File: config.mk
export PLATFORM = sky130hd
export DESIGN_NAME = gpio_register_block
export DESIGN_NICKNAME = d
export VERILOG_FILES = /design/src/hdl/gpiorb_pkg.sv /design/src/hdl/gpiorb_decode.sv /design/src/hdl/gpio_register_block.sv
export SDC_FILE = /design/constraint.sdc
export NUM_CORES = 1
export LEC_CHECK = 0
export ABC_AREA = 1
export BUFFER_PORTS_ARGS = -buffer_cell sky130_fd_sc_hd__buf_2
export CORE_MARGIN = 5
export CORE_UTILIZATION = 47
export CTS_CLUSTER_DIAMETER = 150
export DETAILED_ROUTE_END_ITERATION = 8
export GPL_TIMING_DRIVEN = 0
export PLACE_DENSITY = 0.69
export SLEW_MARGIN = 20
export SYNTH_ARGS = -nofsm -noshare
export SYNTH_HDL_FRONTEND = slang
export SYNTH_SLANG_ARGS = --single-unit
File: constraint.sdc
create_clock -name clk_i -period 8.7 [get_ports clk_i]
set_clock_uncertainty 0.05 [all_clocks]
set_input_delay 1.74 -clock clk_i [delete_from_list [all_inputs] [get_ports clk_i]]
set_output_delay 1.74 -clock clk_i [all_outputs]
set_load 0.005 [all_outputs]
File: src/hdl/gpiorb_pkg.sv
// Package for the GPIO register block: request and response beat types,
// access codes and fixed register-map constants.
// Depends on nothing; every other file of the block imports it.
package gpiorb_pkg;

  localparam int PinSlots      = 64;
  localparam int PinsPerSelect = 10;

  typedef enum logic {
    CMD_READ  = 1'b0,
    CMD_WRITE = 1'b1
  } command_e;

  localparam logic [2:0] FSEL_OUTPUT = 3'd1;
  localparam logic [1:0] PULL_DOWN   = 2'd1;
  localparam logic [1:0] PULL_UP     = 2'd2;

  typedef struct packed {
    logic        command;
    logic [5:0]  word_index;
    logic [31:0] write_data;
    logic [63:0] pin_levels;
  } req_t;

  typedef struct packed {
    logic [31:0] read_data;
    logic [63:0] drive_levels;
    logic [63:0] output_enables;
    logic [63:0] pull_up_mask;
    logic [63:0] pull_down_mask;
  } rsp_t;

  typedef enum logic [2:0] {
    ACC_NONE,
    ACC_SELECT,
    ACC_SET,
    ACC_CLEAR,
    ACC_LEVEL,
    ACC_MODE,
    ACC_CLOCK
  } access_e;

  typedef struct packed {
    access_e kind;
    logic    half;
  } decode_t;

endpackage

File: src/hdl/gpiorb_decode.sv
// Address decoder of the GPIO register block: maps a word offset to the
// register it hits and the 32-pin half it covers. Depends on gpiorb_pkg.
module gpiorb_decode import gpiorb_pkg::*; #(
  parameter int NUM_PINS        = 64,
  parameter int SET_WORD        = 7,
  parameter int CLEAR_WORD      = 10,
  parameter int LEVEL_WORD      = 13,
  parameter int PULL_MODE_WORD  = 37,
  parameter int PULL_CLOCK_WORD = 38
) (
  input  logic [5:0] word_i,
  output decode_t    dec_o
);

  localparam logic [6:0] SelectWords =
    7'((NUM_PINS + PinsPerSelect - 1) / PinsPerSelect);

  logic [6:0] word;

  assign word = {1'b0, word_i};

  // The map order decides where parameters make two entries share a word.
  always_comb begin
    dec_o = '{kind: ACC_NONE, half: 1'b0};
    priority if (word < SelectWords) begin
      dec_o.kind = ACC_SELECT;
    end else if (word == 7'(SET_WORD) || word == 7'(SET_WORD + 1)) begin
      dec_o.kind = ACC_SET;
      dec_o.half = (word != 7'(SET_WORD));
    end else if (word == 7'(CLEAR_WORD) || word == 7'(CLEAR_WORD + 1)) begin
      dec_o.kind = ACC_CLEAR;
      dec_o.half = (word != 7'(CLEAR_WORD));
    end else if (word == 7'(LEVEL_WORD) || word == 7'(LEVEL_WORD + 1)) begin
      dec_o.kind = ACC_LEVEL;
      dec_o.half = (word != 7'(LEVEL_WORD));
    end else if (word == 7'(PULL_MODE_WORD)) begin
      dec_o.kind = ACC_MODE;
    end else if (word == 7'(PULL_CLOCK_WORD) || word == 7'(PULL_CLOCK_WORD + 1)) begin
      dec_o.kind = ACC_CLOCK;
      dec_o.half = (word != 7'(PULL_CLOCK_WORD));
    end else begin
      dec_o.kind = ACC_NONE;
    end
  end

endmodule

File: src/hdl/gpio_register_block.sv
// A beat accepted into the input register passes through decode and state update
// into the result register, which raises the done_o strobe and drives rsp_o.
// Throughput: one beat per cycle; busy never rises, and the single pass of
// decode and state update between the two registers sets this figure.
// Reset clears all pin state, the pull registers and the pipeline valid bits.
// The receiver cannot stall: done_o is high for a single cycle, and rsp_o holds to the next result.
// Top level of the GPIO register block. Depends on gpiorb_pkg and gpiorb_decode.
module gpio_register_block import gpiorb_pkg::*; #(
  parameter int NUM_PINS        = 64,
  parameter int SET_WORD        = 7,
  parameter int CLEAR_WORD      = 10,
  parameter int LEVEL_WORD      = 13,
  parameter int PULL_MODE_WORD  = 37,
  parameter int PULL_CLOCK_WORD = 38
) (
  input  logic clk_i,
  input  logic rst_ni,
  input  logic start,
  output logic busy,
  input  req_t req_i,
  output logic done_o,
  output rsp_t rsp_o
);

  // Pins beyond NUM_PINS never show up on a 64-bit pin vector.
  localparam logic [63:0] PinMask =
    (NUM_PINS >= PinSlots) ? '1 : ((64'd1 << NUM_PINS) - 64'd1);

  // Input register: holds the accepted beat while it is decoded.
  logic    valid_q;
  req_t    req_q;
  decode_t dec;

  // Architectural state of the register map.
  logic [2:0]          fsel_q   [NUM_PINS];
  logic [2:0]          fsel_d   [NUM_PINS];
  logic [1:0]          pull_q   [NUM_PINS];
  logic [1:0]          pull_d   [NUM_PINS];
  logic [NUM_PINS-1:0] latch_q, latch_d;
  logic [1:0]          mode_q, mode_d;
  logic [31:0]         clock_q  [2];
  logic [31:0]         clock_d  [2];

  // Result register.
  logic done_q;
  rsp_t rsp_q, rsp_d;

  logic                is_write;
  logic [63:0]         data_pins;
  logic [63:0]         rise_pins;
  logic [31:0]         rise_half;
  logic [63:0]         levels;
  logic [31:0]         fsel_rd_term [NUM_PINS];
  logic [31:0]         fsel_rd;
  logic [31:0]         rd;
  logic [NUM_PINS-1:0] oe_d, up_d, down_d;

  // A new beat is welcome in every cycle.
  assign busy = 1'b0;

  always_ff @(posedge clk_i or negedge rst_ni) begin
    if (!rst_ni) begin
      valid_q <= 1'b0;
    end else begin
      valid_q <= start && !busy;
    end
  end

  always_ff @(posedge clk_i) begin
    if (start && !busy) begin
      req_q <= req_i;
    end
  end

  gpiorb_decode #(
    .NUM_PINS        (NUM_PINS),
    .SET_WORD        (SET_WORD),
    .CLEAR_WORD      (CLEAR_WORD),
    .LEVEL_WORD      (LEVEL_WORD),
    .PULL_MODE_WORD  (PULL_MODE_WORD),
    .PULL_CLOCK_WORD (PULL_CLOCK_WORD)
  ) u_decode (
    .word_i (req_q.word_index),
    .dec_o  (dec)
  );

  assign is_write = valid_q && (req_q.command == CMD_WRITE);

  // Written data placed on the half of the pin vector that the word covers.
  assign data_pins = dec.half ? {req_q.write_data, 32'd0} : {32'd0, req_q.write_data};

  // Only bits that go from zero to one in the pull clock word latch the mode.
  assign rise_half = req_q.write_data & ~clock_q[dec.half];
  assign rise_pins = dec.half ? {rise_half, 32'd0} : {32'd0, rise_half};

  assign levels = req_q.pin_levels & PinMask;

  // Each pin sits at a fixed word and slot of the function-select map, so
  // its write enable and its read-back term are worked out per pin.
  for (genvar p = 0; p < NUM_PINS; p++) begin : g_pin
    localparam int Word = p / PinsPerSelect;
    localparam int Slot = p % PinsPerSelect;

    logic word_hit;

    assign word_hit = (dec.kind == ACC_SELECT) && (req_q.word_index == 6'(Word));

    assign fsel_d[p] = (is_write && word_hit) ? req_q.write_data[3*Slot +: 3] : fsel_q[p];

    assign fsel_rd_term[p] = word_hit ? ({29'd0, fsel_q[p]} << (3 * Slot)) : 32'd0;

    assign oe_d[p]   = (fsel_d[p] == FSEL_OUTPUT);
    assign up_d[p]   = (pull_d[p] == PULL_UP);
    assign down_d[p] = (pull_d[p] == PULL_DOWN);
  end

  always_comb begin
    fsel_rd = 32'd0;
    for (int p = 0; p < NUM_PINS; p++) begin
      fsel_rd = fsel_rd | fsel_rd_term[p];
    end
  end

  // Next state of the latch and pull registers.
  always_comb begin
    latch_d = latch_q;
    mode_d  = mode_q;
    clock_d = clock_q;
    pull_d  = pull_q;
    if (is_write) begin
      unique case (dec.kind)
        ACC_SET: begin
          latch_d = latch_q | data_pins[NUM_PINS-1:0];
        end
        ACC_CLEAR: begin
          latch_d = latch_q & ~data_pins[NUM_PINS-1:0];
        end
        ACC_MODE: begin
          mode_d = req_q.write_data[1:0];
        end
        ACC_CLOCK: begin
          clock_d[dec.half] = req_q.write_data;
          for (int p = 0; p < NUM_PINS; p++) begin
            if (rise_pins[p]) begin
              pull_d[p] = mode_q;
            end
          end
        end
        default: begin
          latch_d = latch_q;
        end
      endcase
    end
  end

  // Read data; set and clear words and unknown words read as zero.
  always_comb begin
    rd = 32'd0;
    unique case (dec.kind)
      ACC_SELECT: rd = fsel_rd;
      ACC_LEVEL:  rd = dec.half ? levels[63:32] : levels[31:0];
      ACC_MODE:   rd = {30'd0, mode_q};
      ACC_CLOCK:  rd = clock_q[dec.half];
      default:    rd = 32'd0;
    endcase
  end

  // The result shows the state after the access.
  always_comb begin
    rsp_d.read_data      = (req_q.command == CMD_WRITE) ? 32'd0 : rd;
    rsp_d.drive_levels   = 64'(latch_d);
    rsp_d.output_enables = 64'(oe_d);
    rsp_d.pull_up_mask   = 64'(up_d);
    rsp_d.pull_down_mask = 64'(down_d);
  end

  always_ff @(posedge clk_i or negedge rst_ni) begin
    if (!rst_ni) begin
      fsel_q  <= '{default: '0};
      pull_q  <= '{default: '0};
      latch_q <= '0;
      mode_q  <= '0;
      clock_q <= '{default: '0};
      done_q  <= 1'b0;
    end else begin
      fsel_q  <= fsel_d;
      pull_q  <= pull_d;
      latch_q <= latch_d;
      mode_q  <= mode_d;
      clock_q <= clock_d;
      done_q  <= valid_q;
    end
  end

  always_ff @(posedge clk_i) begin
    if (valid_q) begin
      rsp_q <= rsp_d;
    end
  end

  assign done_o = done_q;
  assign rsp_o  = rsp_q;

  // Every beat in the input register is answered in the next cycle.
  a_beat_answered: assert property (@(posedge clk_i) disable iff (!rst_ni)
    valid_q |=> done_o)
    else $error("accepted beat produced no result");

  // A write never returns read data.
  a_write_reads_zero: assert property (@(posedge clk_i) disable iff (!rst_ni)
    (valid_q && req_q.command == CMD_WRITE) |=> (rsp_o.read_data == 32'd0))
    else $error("write beat returned non-zero read data");

  // Reads and idle cycles leave the output latch alone.
  a_latch_held: assert property (@(posedge clk_i) disable iff (!rst_ni)
    !is_write |=> $stable(latch_q))
    else $error("output latch changed without a write");

  // A set write only adds ones to the latch.
  a_set_only_sets: assert property (@(posedge clk_i) disable iff (!rst_ni)
    (is_write && dec.kind == ACC_SET) |=> ((latch_q & $past(latch_q)) == $past(latch_q)))
    else $error("set write cleared a latch bit");

  // Without a pull clock write the pull-up mask does not move.
  a_pull_held: assert property (@(posedge clk_i) disable iff (!rst_ni)
    (done_o && !$past(is_write && dec.kind == ACC_CLOCK, 1) && $past(done_o))
      |-> (rsp_o.pull_up_mask == $past(rsp_o.pull_up_mask)))
    else $error("pull-up mask changed without a pull clock write");

endmodule
==> results of run 1 <==
[critical path: cells and delay by family (launching register included)]
kind	cells	cell delay, ns
AND/OR/NAND/NOR	3	0.60
buffers and inverters	4	1.34
flip-flops	1	0.50
AO/OA/AOI/OAI	2	1.11
[flip-flops by register name, summed over array words and instances, names as in the netlist]
name and flops:
latch_q 64, valid_q 1, done_o 1, clock_q 64
fsel_q 192, rsp_o 288, pull_q 128, levels 64
mode_q 2, req_q 39
[metal layers]
layer | part of all wire [%] | global-route usage [%] | vias to the layer above
li1 | - | - | 13655
met2 | 45 | 43.5 | 1537
met4 | 4.0 | 10.7 | 6
met5 | 0.027 | 0 | -
met1 | 40 | 38.6 | 13953
met3 | 11 | 6.91 | 253
[where the power goes]
part           switching, W  internal [W]
sequential         0.000160       0.00454
combinational      0.000766      0.000297
clock               0.00165       0.00225
total               0.00258       0.00709
[cells in the final DEF (no fill, tap or decap), drive strengths merged, types with 9 or more instances in the layout]
cell type	count
nand2	1096
nand3	500
buf	475
dfrtp	452
inv	452
edfxtp	391
o21ai	323
nor2	270
clkbuf	233
nor3	56
o22ai	38
clkinv	36
o21bai	35
a22oi	20
a22o	12
bufinv	10
nor3b	9
clkinvlp	9
[worst max-delay path by stage]
stage / start / endpoint / depth (start not counted)
final: req_q[100] / rsp_o[269] / 9
after global routing: req_q[100] / rsp_o[269] / 9
after CTS: req_q[100] / rsp_o[269] / 9
after detailed placement: req_q[100] / rsp_o[269] / 9
after global placement: valid_q / rsp_o[245] / 7
after floorplan: valid_q / rsp_o[216] / 7
[stage by stage]
stage	setup slack (ns)	std cells	utilization (%)	setup TNS, ns	power (W)
after floorplan	0.178	3866	-	0	0.00530
after detailed placement	5.02	5311	51.9	0	0.00581
final	4.94	5482	55.8	0	0.00966
after CTS	5.01	5477	55.8	0	0.00970
after global placement	-4.62	5300	51.5	-4746.74	0.00580
after global routing	4.87	5477	55.8	0	0.0100
[cell families (layout without fill, tap and decap cells)]
logic type / Yosys count / after routing / share of synthesized area (%)
and+or+nand+nor: 1934 / 1934 / 22.8
other: 1 / 6 / 0.0103
buffers and inverters: 644 / 1215 / 7.16
AOI/OAI and AO/OA: 444 / 444 / 6.88
DFF: 843 / 843 / 63.2
[cell type report]
cell class | instances | area share [%]
Inverter | 452 | 3.94
Clock buffer | 111 | 5.51
Clock inverter | 55 | 1.42
Multi-Input combinational cell | 2379 | 25.1
Antenna cell | 5 | 0.0291
Sequential cell | 843 | 53.5
Buffer | 192 | 2.13
Timing Repair Buffer | 405 | 5.29
Tap cell | 1040 | 3.02
==> results.sh, run 1 <==
export IMPL_htreeDepth=3
export IMPL_synth_edff_count=391
export IMPL_syn_area_sq_um=36500
export IMPL_cts_resized=0
export IMPL_max_slew_margin_pct=30.6
export IMPL_synthToLayoutAreaGrowth_pct=18.0
export IMPL_nNetsFinal=4468
export IMPL_r2r_end="rsp_o[269]"
export IMPL_clkTransAtPathRegs_ns=0.06
export IMPL_crit_fanout=10
export IMPL_dr_pass1_iters=6
export IMPL_max_freq_ghz=0.266
export IMPL_vias=29404
export IMPL_rows=102
export IMPL_wire_per_inst_um=21.8
export IMPL_clock_root_buffer="clkbuf_16"
export IMPL_critPathLaunchType="flop"
export IMPL_cts_buffers_inserted=89
export IMPL_hold_buffers=0
export IMPL_worstHoldPathType="flop to flop"
export IMPL_rsz0062_at_grt="false"
export IMPL_multi_input_area_sq_um=10800
export IMPL_holdWs_ns=0.442
export IMPL_irDropWorstVdd_v=0.000169
export IMPL_postPlaceCellArea_sq_um=40100
export IMPL_cp_required_ns=9.16
export IMPL_cellLeakagePower_nw=20.8
export IMPL_hold_start="pull_q[7]"
export IMPL_cp_cell_sequence="nor2_2 > buf_6 > nand2_1 > o21ai_1 > o31ai_1 > inv_1 > clkbuf_1 > nand2_1 > inv_1"
export IMPL_ff2ff_setup_slack_ns=4.94
export IMPL_ys_types=36
export IMPL_die_w_um=289
export IMPL_fin_crit_sh_pct=43.2
export IMPL_fillers=6754
export IMPL_slew_violations=0
export IMPL_fin_area_sq_um=43100
export IMPL_first_global_vias=27635
export IMPL_port_buffer_count=394
export IMPL_yosysMostFrequentCell="nand2_1"
export IMPL_grt_max_degree=95
export IMPL_routed_wl_mm=119
export IMPL_synth_seq_cells=843
export IMPL_core_sq_um=77200
export IMPL_ios=396
export IMPL_dp_hpwl_mm=88.1
export IMPL_end_kind="flop"
export IMPL_cts_buffer_depth=3
export IMPL_clk_latency_ns=0.66
export IMPL_status="completed"
export IMPL_yosysSeqAreaShare_pct=63.2
export IMPL_synth_top_cell_area_share_pct=32.2
export IMPL_vias_per_cell=5.36
export IMPL_synth_flop_cell="dfrtp_1"
export IMPL_tritoncts="built"
export IMPL_drive_gt1_share_pct=15.3
export IMPL_die_y_um=289
export IMPL_worstSetupPathType="flop to flop"
export IMPL_cp_arrival_ns=4.22
export IMPL_yosysTopAreaCell="edfxtp_1"
export IMPL_rr_worst_depth=9
export IMPL_drtAntennaViolNets=0
export IMPL_grt_total_usage_pct=28.0
export IMPL_register_area_sq_um=23100
export IMPL_post_cts_buffers=0
export IMPL_cts_sinks=843
export IMPL_syn_area_per_cell_sq_um=9.44
export IMPL_hold_depth=2
export IMPL_grt_overflow=0
export IMPL_r2r_start="req_q[100]"
export IMPL_die_area_sq_um=83300
export IMPL_yosys_top_cells_area="edfxtp_1 32%, dfrtp_1 31%, nand2_1 11%"
export IMPL_setup_violations=0
export IMPL_min_delay_worst_endpoint="pull_q[7]"
export IMPL_worstMarginPinSlew_ns=1.04
export IMPL_cp_slowest_cell="o21ai_1"
export IMPL_synth_common_cells="1,071 x nand2_1, 497 x nand3_1, 452 x dfrtp_1"
export IMPL_ys_warn_count=0
export IMPL_max_stage_delay_ns=0.76
export IMPL_ys_async_sr_fraction_pct=53.6
export IMPL_finalCriticalPeriod_ns=3.76
export IMPL_syn_num_nets=3972
export IMPL_hold_viol=0
export IMPL_power_density_nw_per_um2=224
export IMPL_gp_congestion=0.958
export IMPL_synth_cells=3866
export IMPL_grt_antenna_before_repair=9
export IMPL_drtIter0Drc=3516
export IMPL_drc=0
export IMPL_start_util_pct=47.3
export IMPL_grt_pass1_wl_mm=174
export IMPL_drv_cap=0
No activity file was read; power rests on OpenSTA's default activity.
==> inputs of run 2 (changes only) <==
--- a/config.mk
+++ b/config.mk
@@ -5,7 +5,7 @@
 export SDC_FILE = /design/constraint.sdc
 export NUM_CORES = 1
 export LEC_CHECK = 0
-export ABC_AREA = 1
+export ABC_AREA = 0
 export BUFFER_PORTS_ARGS = -buffer_cell sky130_fd_sc_hd__buf_2
 export CORE_MARGIN = 5
 export CORE_UTILIZATION = 47
==> constraint.sdc (replaced) <==
create_clock -name clk_i -period 3.3 [get_ports clk_i]
set_clock_uncertainty 0.05 [all_clocks]
set_input_delay 0.66 -clock clk_i [delete_from_list [all_inputs] [get_ports clk_i]]
set_output_delay 0.66 -clock clk_i [all_outputs]
set_load 0.005 [all_outputs]
==> results.sh, run 2 <==
export IMPL_postPlaceCellArea_sq_um=38600
export IMPL_finalCriticalPeriod_ns=3.28
export IMPL_grt_max_degree=96
export IMPL_cp_depth=7
export IMPL_worstSetupPathType="flop to flop"
export IMPL_synth_fa_ha_area_share_pct=0
export IMPL_grt_total_usage_pct=26.3
export IMPL_end_kind="flop"
export IMPL_final_cell_mix="451 x dfrtp_1, 407 x buf_2, 391 x edfxtp_1, 343 x mux2_2, 131 x nand2b_1"
export IMPL_grt_pass1_wl_mm=154
export IMPL_irDropWorstVdd_v=0.000409
export IMPL_cp_arrival_ns=3.63
export IMPL_status="completed"
export IMPL_ios=396
export IMPL_r2r_start="req_q[99]"
export IMPL_crit_fanout=10
export IMPL_synth_compound_area_share_pct=6.16
export IMPL_wl_met2_mm=49.2
export IMPL_fin_util_pct=57.2
export IMPL_ys_warn_count=0
export IMPL_routed_wl_mm=107
export IMPL_cellLeakagePower_nw=18.2
export IMPL_drtAntennaViolNets=0
export IMPL_design_power_total_w=0.0249
export IMPL_synthXorXnorAreaFrac_pct=0
export IMPL_met3_wirelength_mm=9.33
export IMPL_synthToLayoutAreaGrowth_pct=20.1
export IMPL_clk_latency_ns=0.65
export IMPL_syn_area_per_cell_sq_um=15.1
export IMPL_grt_antenna_before_repair=11
export IMPL_first_global_vias=22487
export IMPL_wl_met1_mm=44.7
export IMPL_cts_buffers_inserted=88
export IMPL_setup_violations=0
export IMPL_final_setup_worst_slack_ns=0.0245
export IMPL_yosysSeqAreaShare_pct=66.2
export IMPL_critPathLaunch="req_q[99]"
export IMPL_vias=22345
export IMPL_dr_pass1_iters=7
export IMPL_rr_worst_depth=7
export IMPL_synth_top_family_by_area="multiplexers"
export IMPL_cts_buffer_depth=3
export IMPL_power_density_nw_per_um2=594
export IMPL_port_buffer_count=394
export IMPL_die_y_um=282
export IMPL_cp_top_family="simple AND/OR/NAND/NOR gates"
export IMPL_worstHoldPathType="primary input to flop"
export IMPL_ys_types=53
export IMPL_r2r_end="rsp_o[263]"
export IMPL_wire_per_inst_um=27.8
export IMPL_synth_top_cell_area_share_pct=33.7
export IMPL_htreeDepth=3
export IMPL_clock_root_buffer="clkbuf_16"
export IMPL_yosysMostFrequentCell="dfrtp_1"
export IMPL_max_freq_ghz=0.305
export IMPL_crit_end="rsp_o[263]"
export IMPL_top_layer="met5"
export IMPL_core_sq_um=73200
export IMPL_fin_crit_sh_pct=99.3
export IMPL_rsz0062_at_grt="false"
export IMPL_max_stage_delay_ns=0.66
export IMPL_final_common_cell="dfrtp_1"
export IMPL_rows=99
export IMPL_synth_area_mux_share_pct=16.2
export IMPL_yosysTopAreaCell="edfxtp_1"
export IMPL_slew_violations=0
export IMPL_drv_cap=0
export IMPL_ys_async_sr_fraction_pct=53.6
export IMPL_critPathLaunchType="flop"
export IMPL_ff2ff_setup_slack_ns=0.02
export IMPL_drive_gt1_share_pct=36.2
export IMPL_drtIter0Drc=2429
export IMPL_yosys_top_cells_area="edfxtp_1 34%, dfrtp_1 32%, mux2_2 12%"
export IMPL_largest_reg_flops=288
export IMPL_die_area_sq_um=79700
export IMPL_nNetsFinal=2913
export IMPL_synth_simple_area_share_pct=9.49
export IMPL_cts_sinks=843
export IMPL_drc=0
export IMPL_hold_viol=0
export IMPL_cp_slowest_cell="clkbuf_1"
export IMPL_crit_top_cell="and3_1"
export IMPL_synth_cells=2307
export IMPL_max_slew_margin_pct=35.1
export IMPL_cp_required_ns=3.65
export IMPL_tritoncts="built"
export IMPL_gp_congestion=0.944
export IMPL_vias_per_cell=5.81
export IMPL_synth_flop_cell="dfrtp_1"
export IMPL_grt_overflow=0
export IMPL_clkTransAtPathRegs_ns=0.06
export IMPL_synth_seq_cells=843
export IMPL_syn_area_sq_um=34800
export IMPL_cp_cell_sequence="buf_2 > nor4_4 > and3_1 > clkbuf_1 > a222oi_1 > and3_1 > a31oi_1"
export IMPL_fin_area_sq_um=41800
export IMPL_worstMarginPinSlew_ns=0.972
export IMPL_synth_edff_count=391
export IMPL_die_w_um=282
export IMPL_worst_path_buf_inv=2
export IMPL_dp_hpwl_mm=78.1
export IMPL_holdWs_ns=0.134
export IMPL_post_place_ws_ns=-0.542
export IMPL_synth_common_cells="452 x dfrtp_1, 391 x edfxtp_1, 369 x mux2_2"
export IMPL_syn_num_nets=2413
export IMPL_start_util_pct=47.6
-- run 2: changes by cell type in the layout (fill, tap and decap cells not counted), moves of 56 or more --
cell	previous run	this run
nand2_1	1071	120
nor3_1	56	0
nand3_1	497	56
inv_1	444	3
nand2b_1	0	131
o21ai_0	322	46
a22oi_1	20	78
mux2i_1	0	129
nor2_1	237	6
mux2_2	0	343
-- run 2: worst min-delay path by stage --
stage | cells past startpoint | start | endpoint
2_1_floorplan | 0 | rst_ni | clock_q[0]
3_3_place_gp | 1 | latch_q[0] | latch_q[0]
3_5_place_dp | 1 | latch_q[38] | latch_q[38]
4_1_cts | 1 | req_i[35] | levels[35]
5_1_grt | 1 | req_i[83] | req_q[83]
6_report | 1 | req_i[83] | req_q[83]
-- run 2: cells by family after synthesis --
kind of cell / Yosys count
DFF: 843
muxes: 515
and+or+nand+nor: 491
AOI/OAI and AO/OA: 290
buffers and inverters: 167
other: 1
-- run 2: per-stage QoR --
stage | setup TNS (ns) | std cells
final | 0 | 3848
after global routing | 0 | 3843
after detailed placement | -40.15 | 3671
after global placement | -4641.78 | 3660
after floorplan | -368.34 | 2307
after CTS | 0 | 3839
-- run 2: final cells by class --
| class | instances | area (sq um) |
|---|---|---|
| repair buffers | 411 | 2370 |
| inverters | 3 | 11.3 |
| fillers | 5780 | 31400 |
| multi-input cells | 1297 | 11300 |
| flip-flops and latches | 843 | 23100 |
| plain buffers | 163 | 812 |
| diodes | 7 | 17.5 |
| well taps | 959 | 1200 |
| clock buffers | 117 | 2450 |
| clock inverters | 48 | 624 |
-- run 2: power by group --
| part | switching (W) | internal (W) | total [W] |
|---|---|---|---|
| registers | 0.000518 | 0.0119 | 0.0124 |
| logic | 0.00113 | 0.000788 | 0.00192 |
| clock network | 0.00421 | 0.00633 | 0.0105 |
| total | 0.00586 | 0.0190 | 0.0249 |
-- run 2: layer usage --
metal | vias to the layer above | track usage (%)
li1 | 9650 | -
met3 | 191 | 5.93
met5 | - | 0
met2 | 1019 | 40.7
met4 | 8 | 9.31
met1 | 11477 | 36.9
-- run 2: timing repair --
action                     CTS  global route
hold buffers                 1             0
hold endpoints to repair    31             0
setup buffers                2             3
pin swaps                    1             0
setup endpoints to repair  189            58
resized for setup           18            23
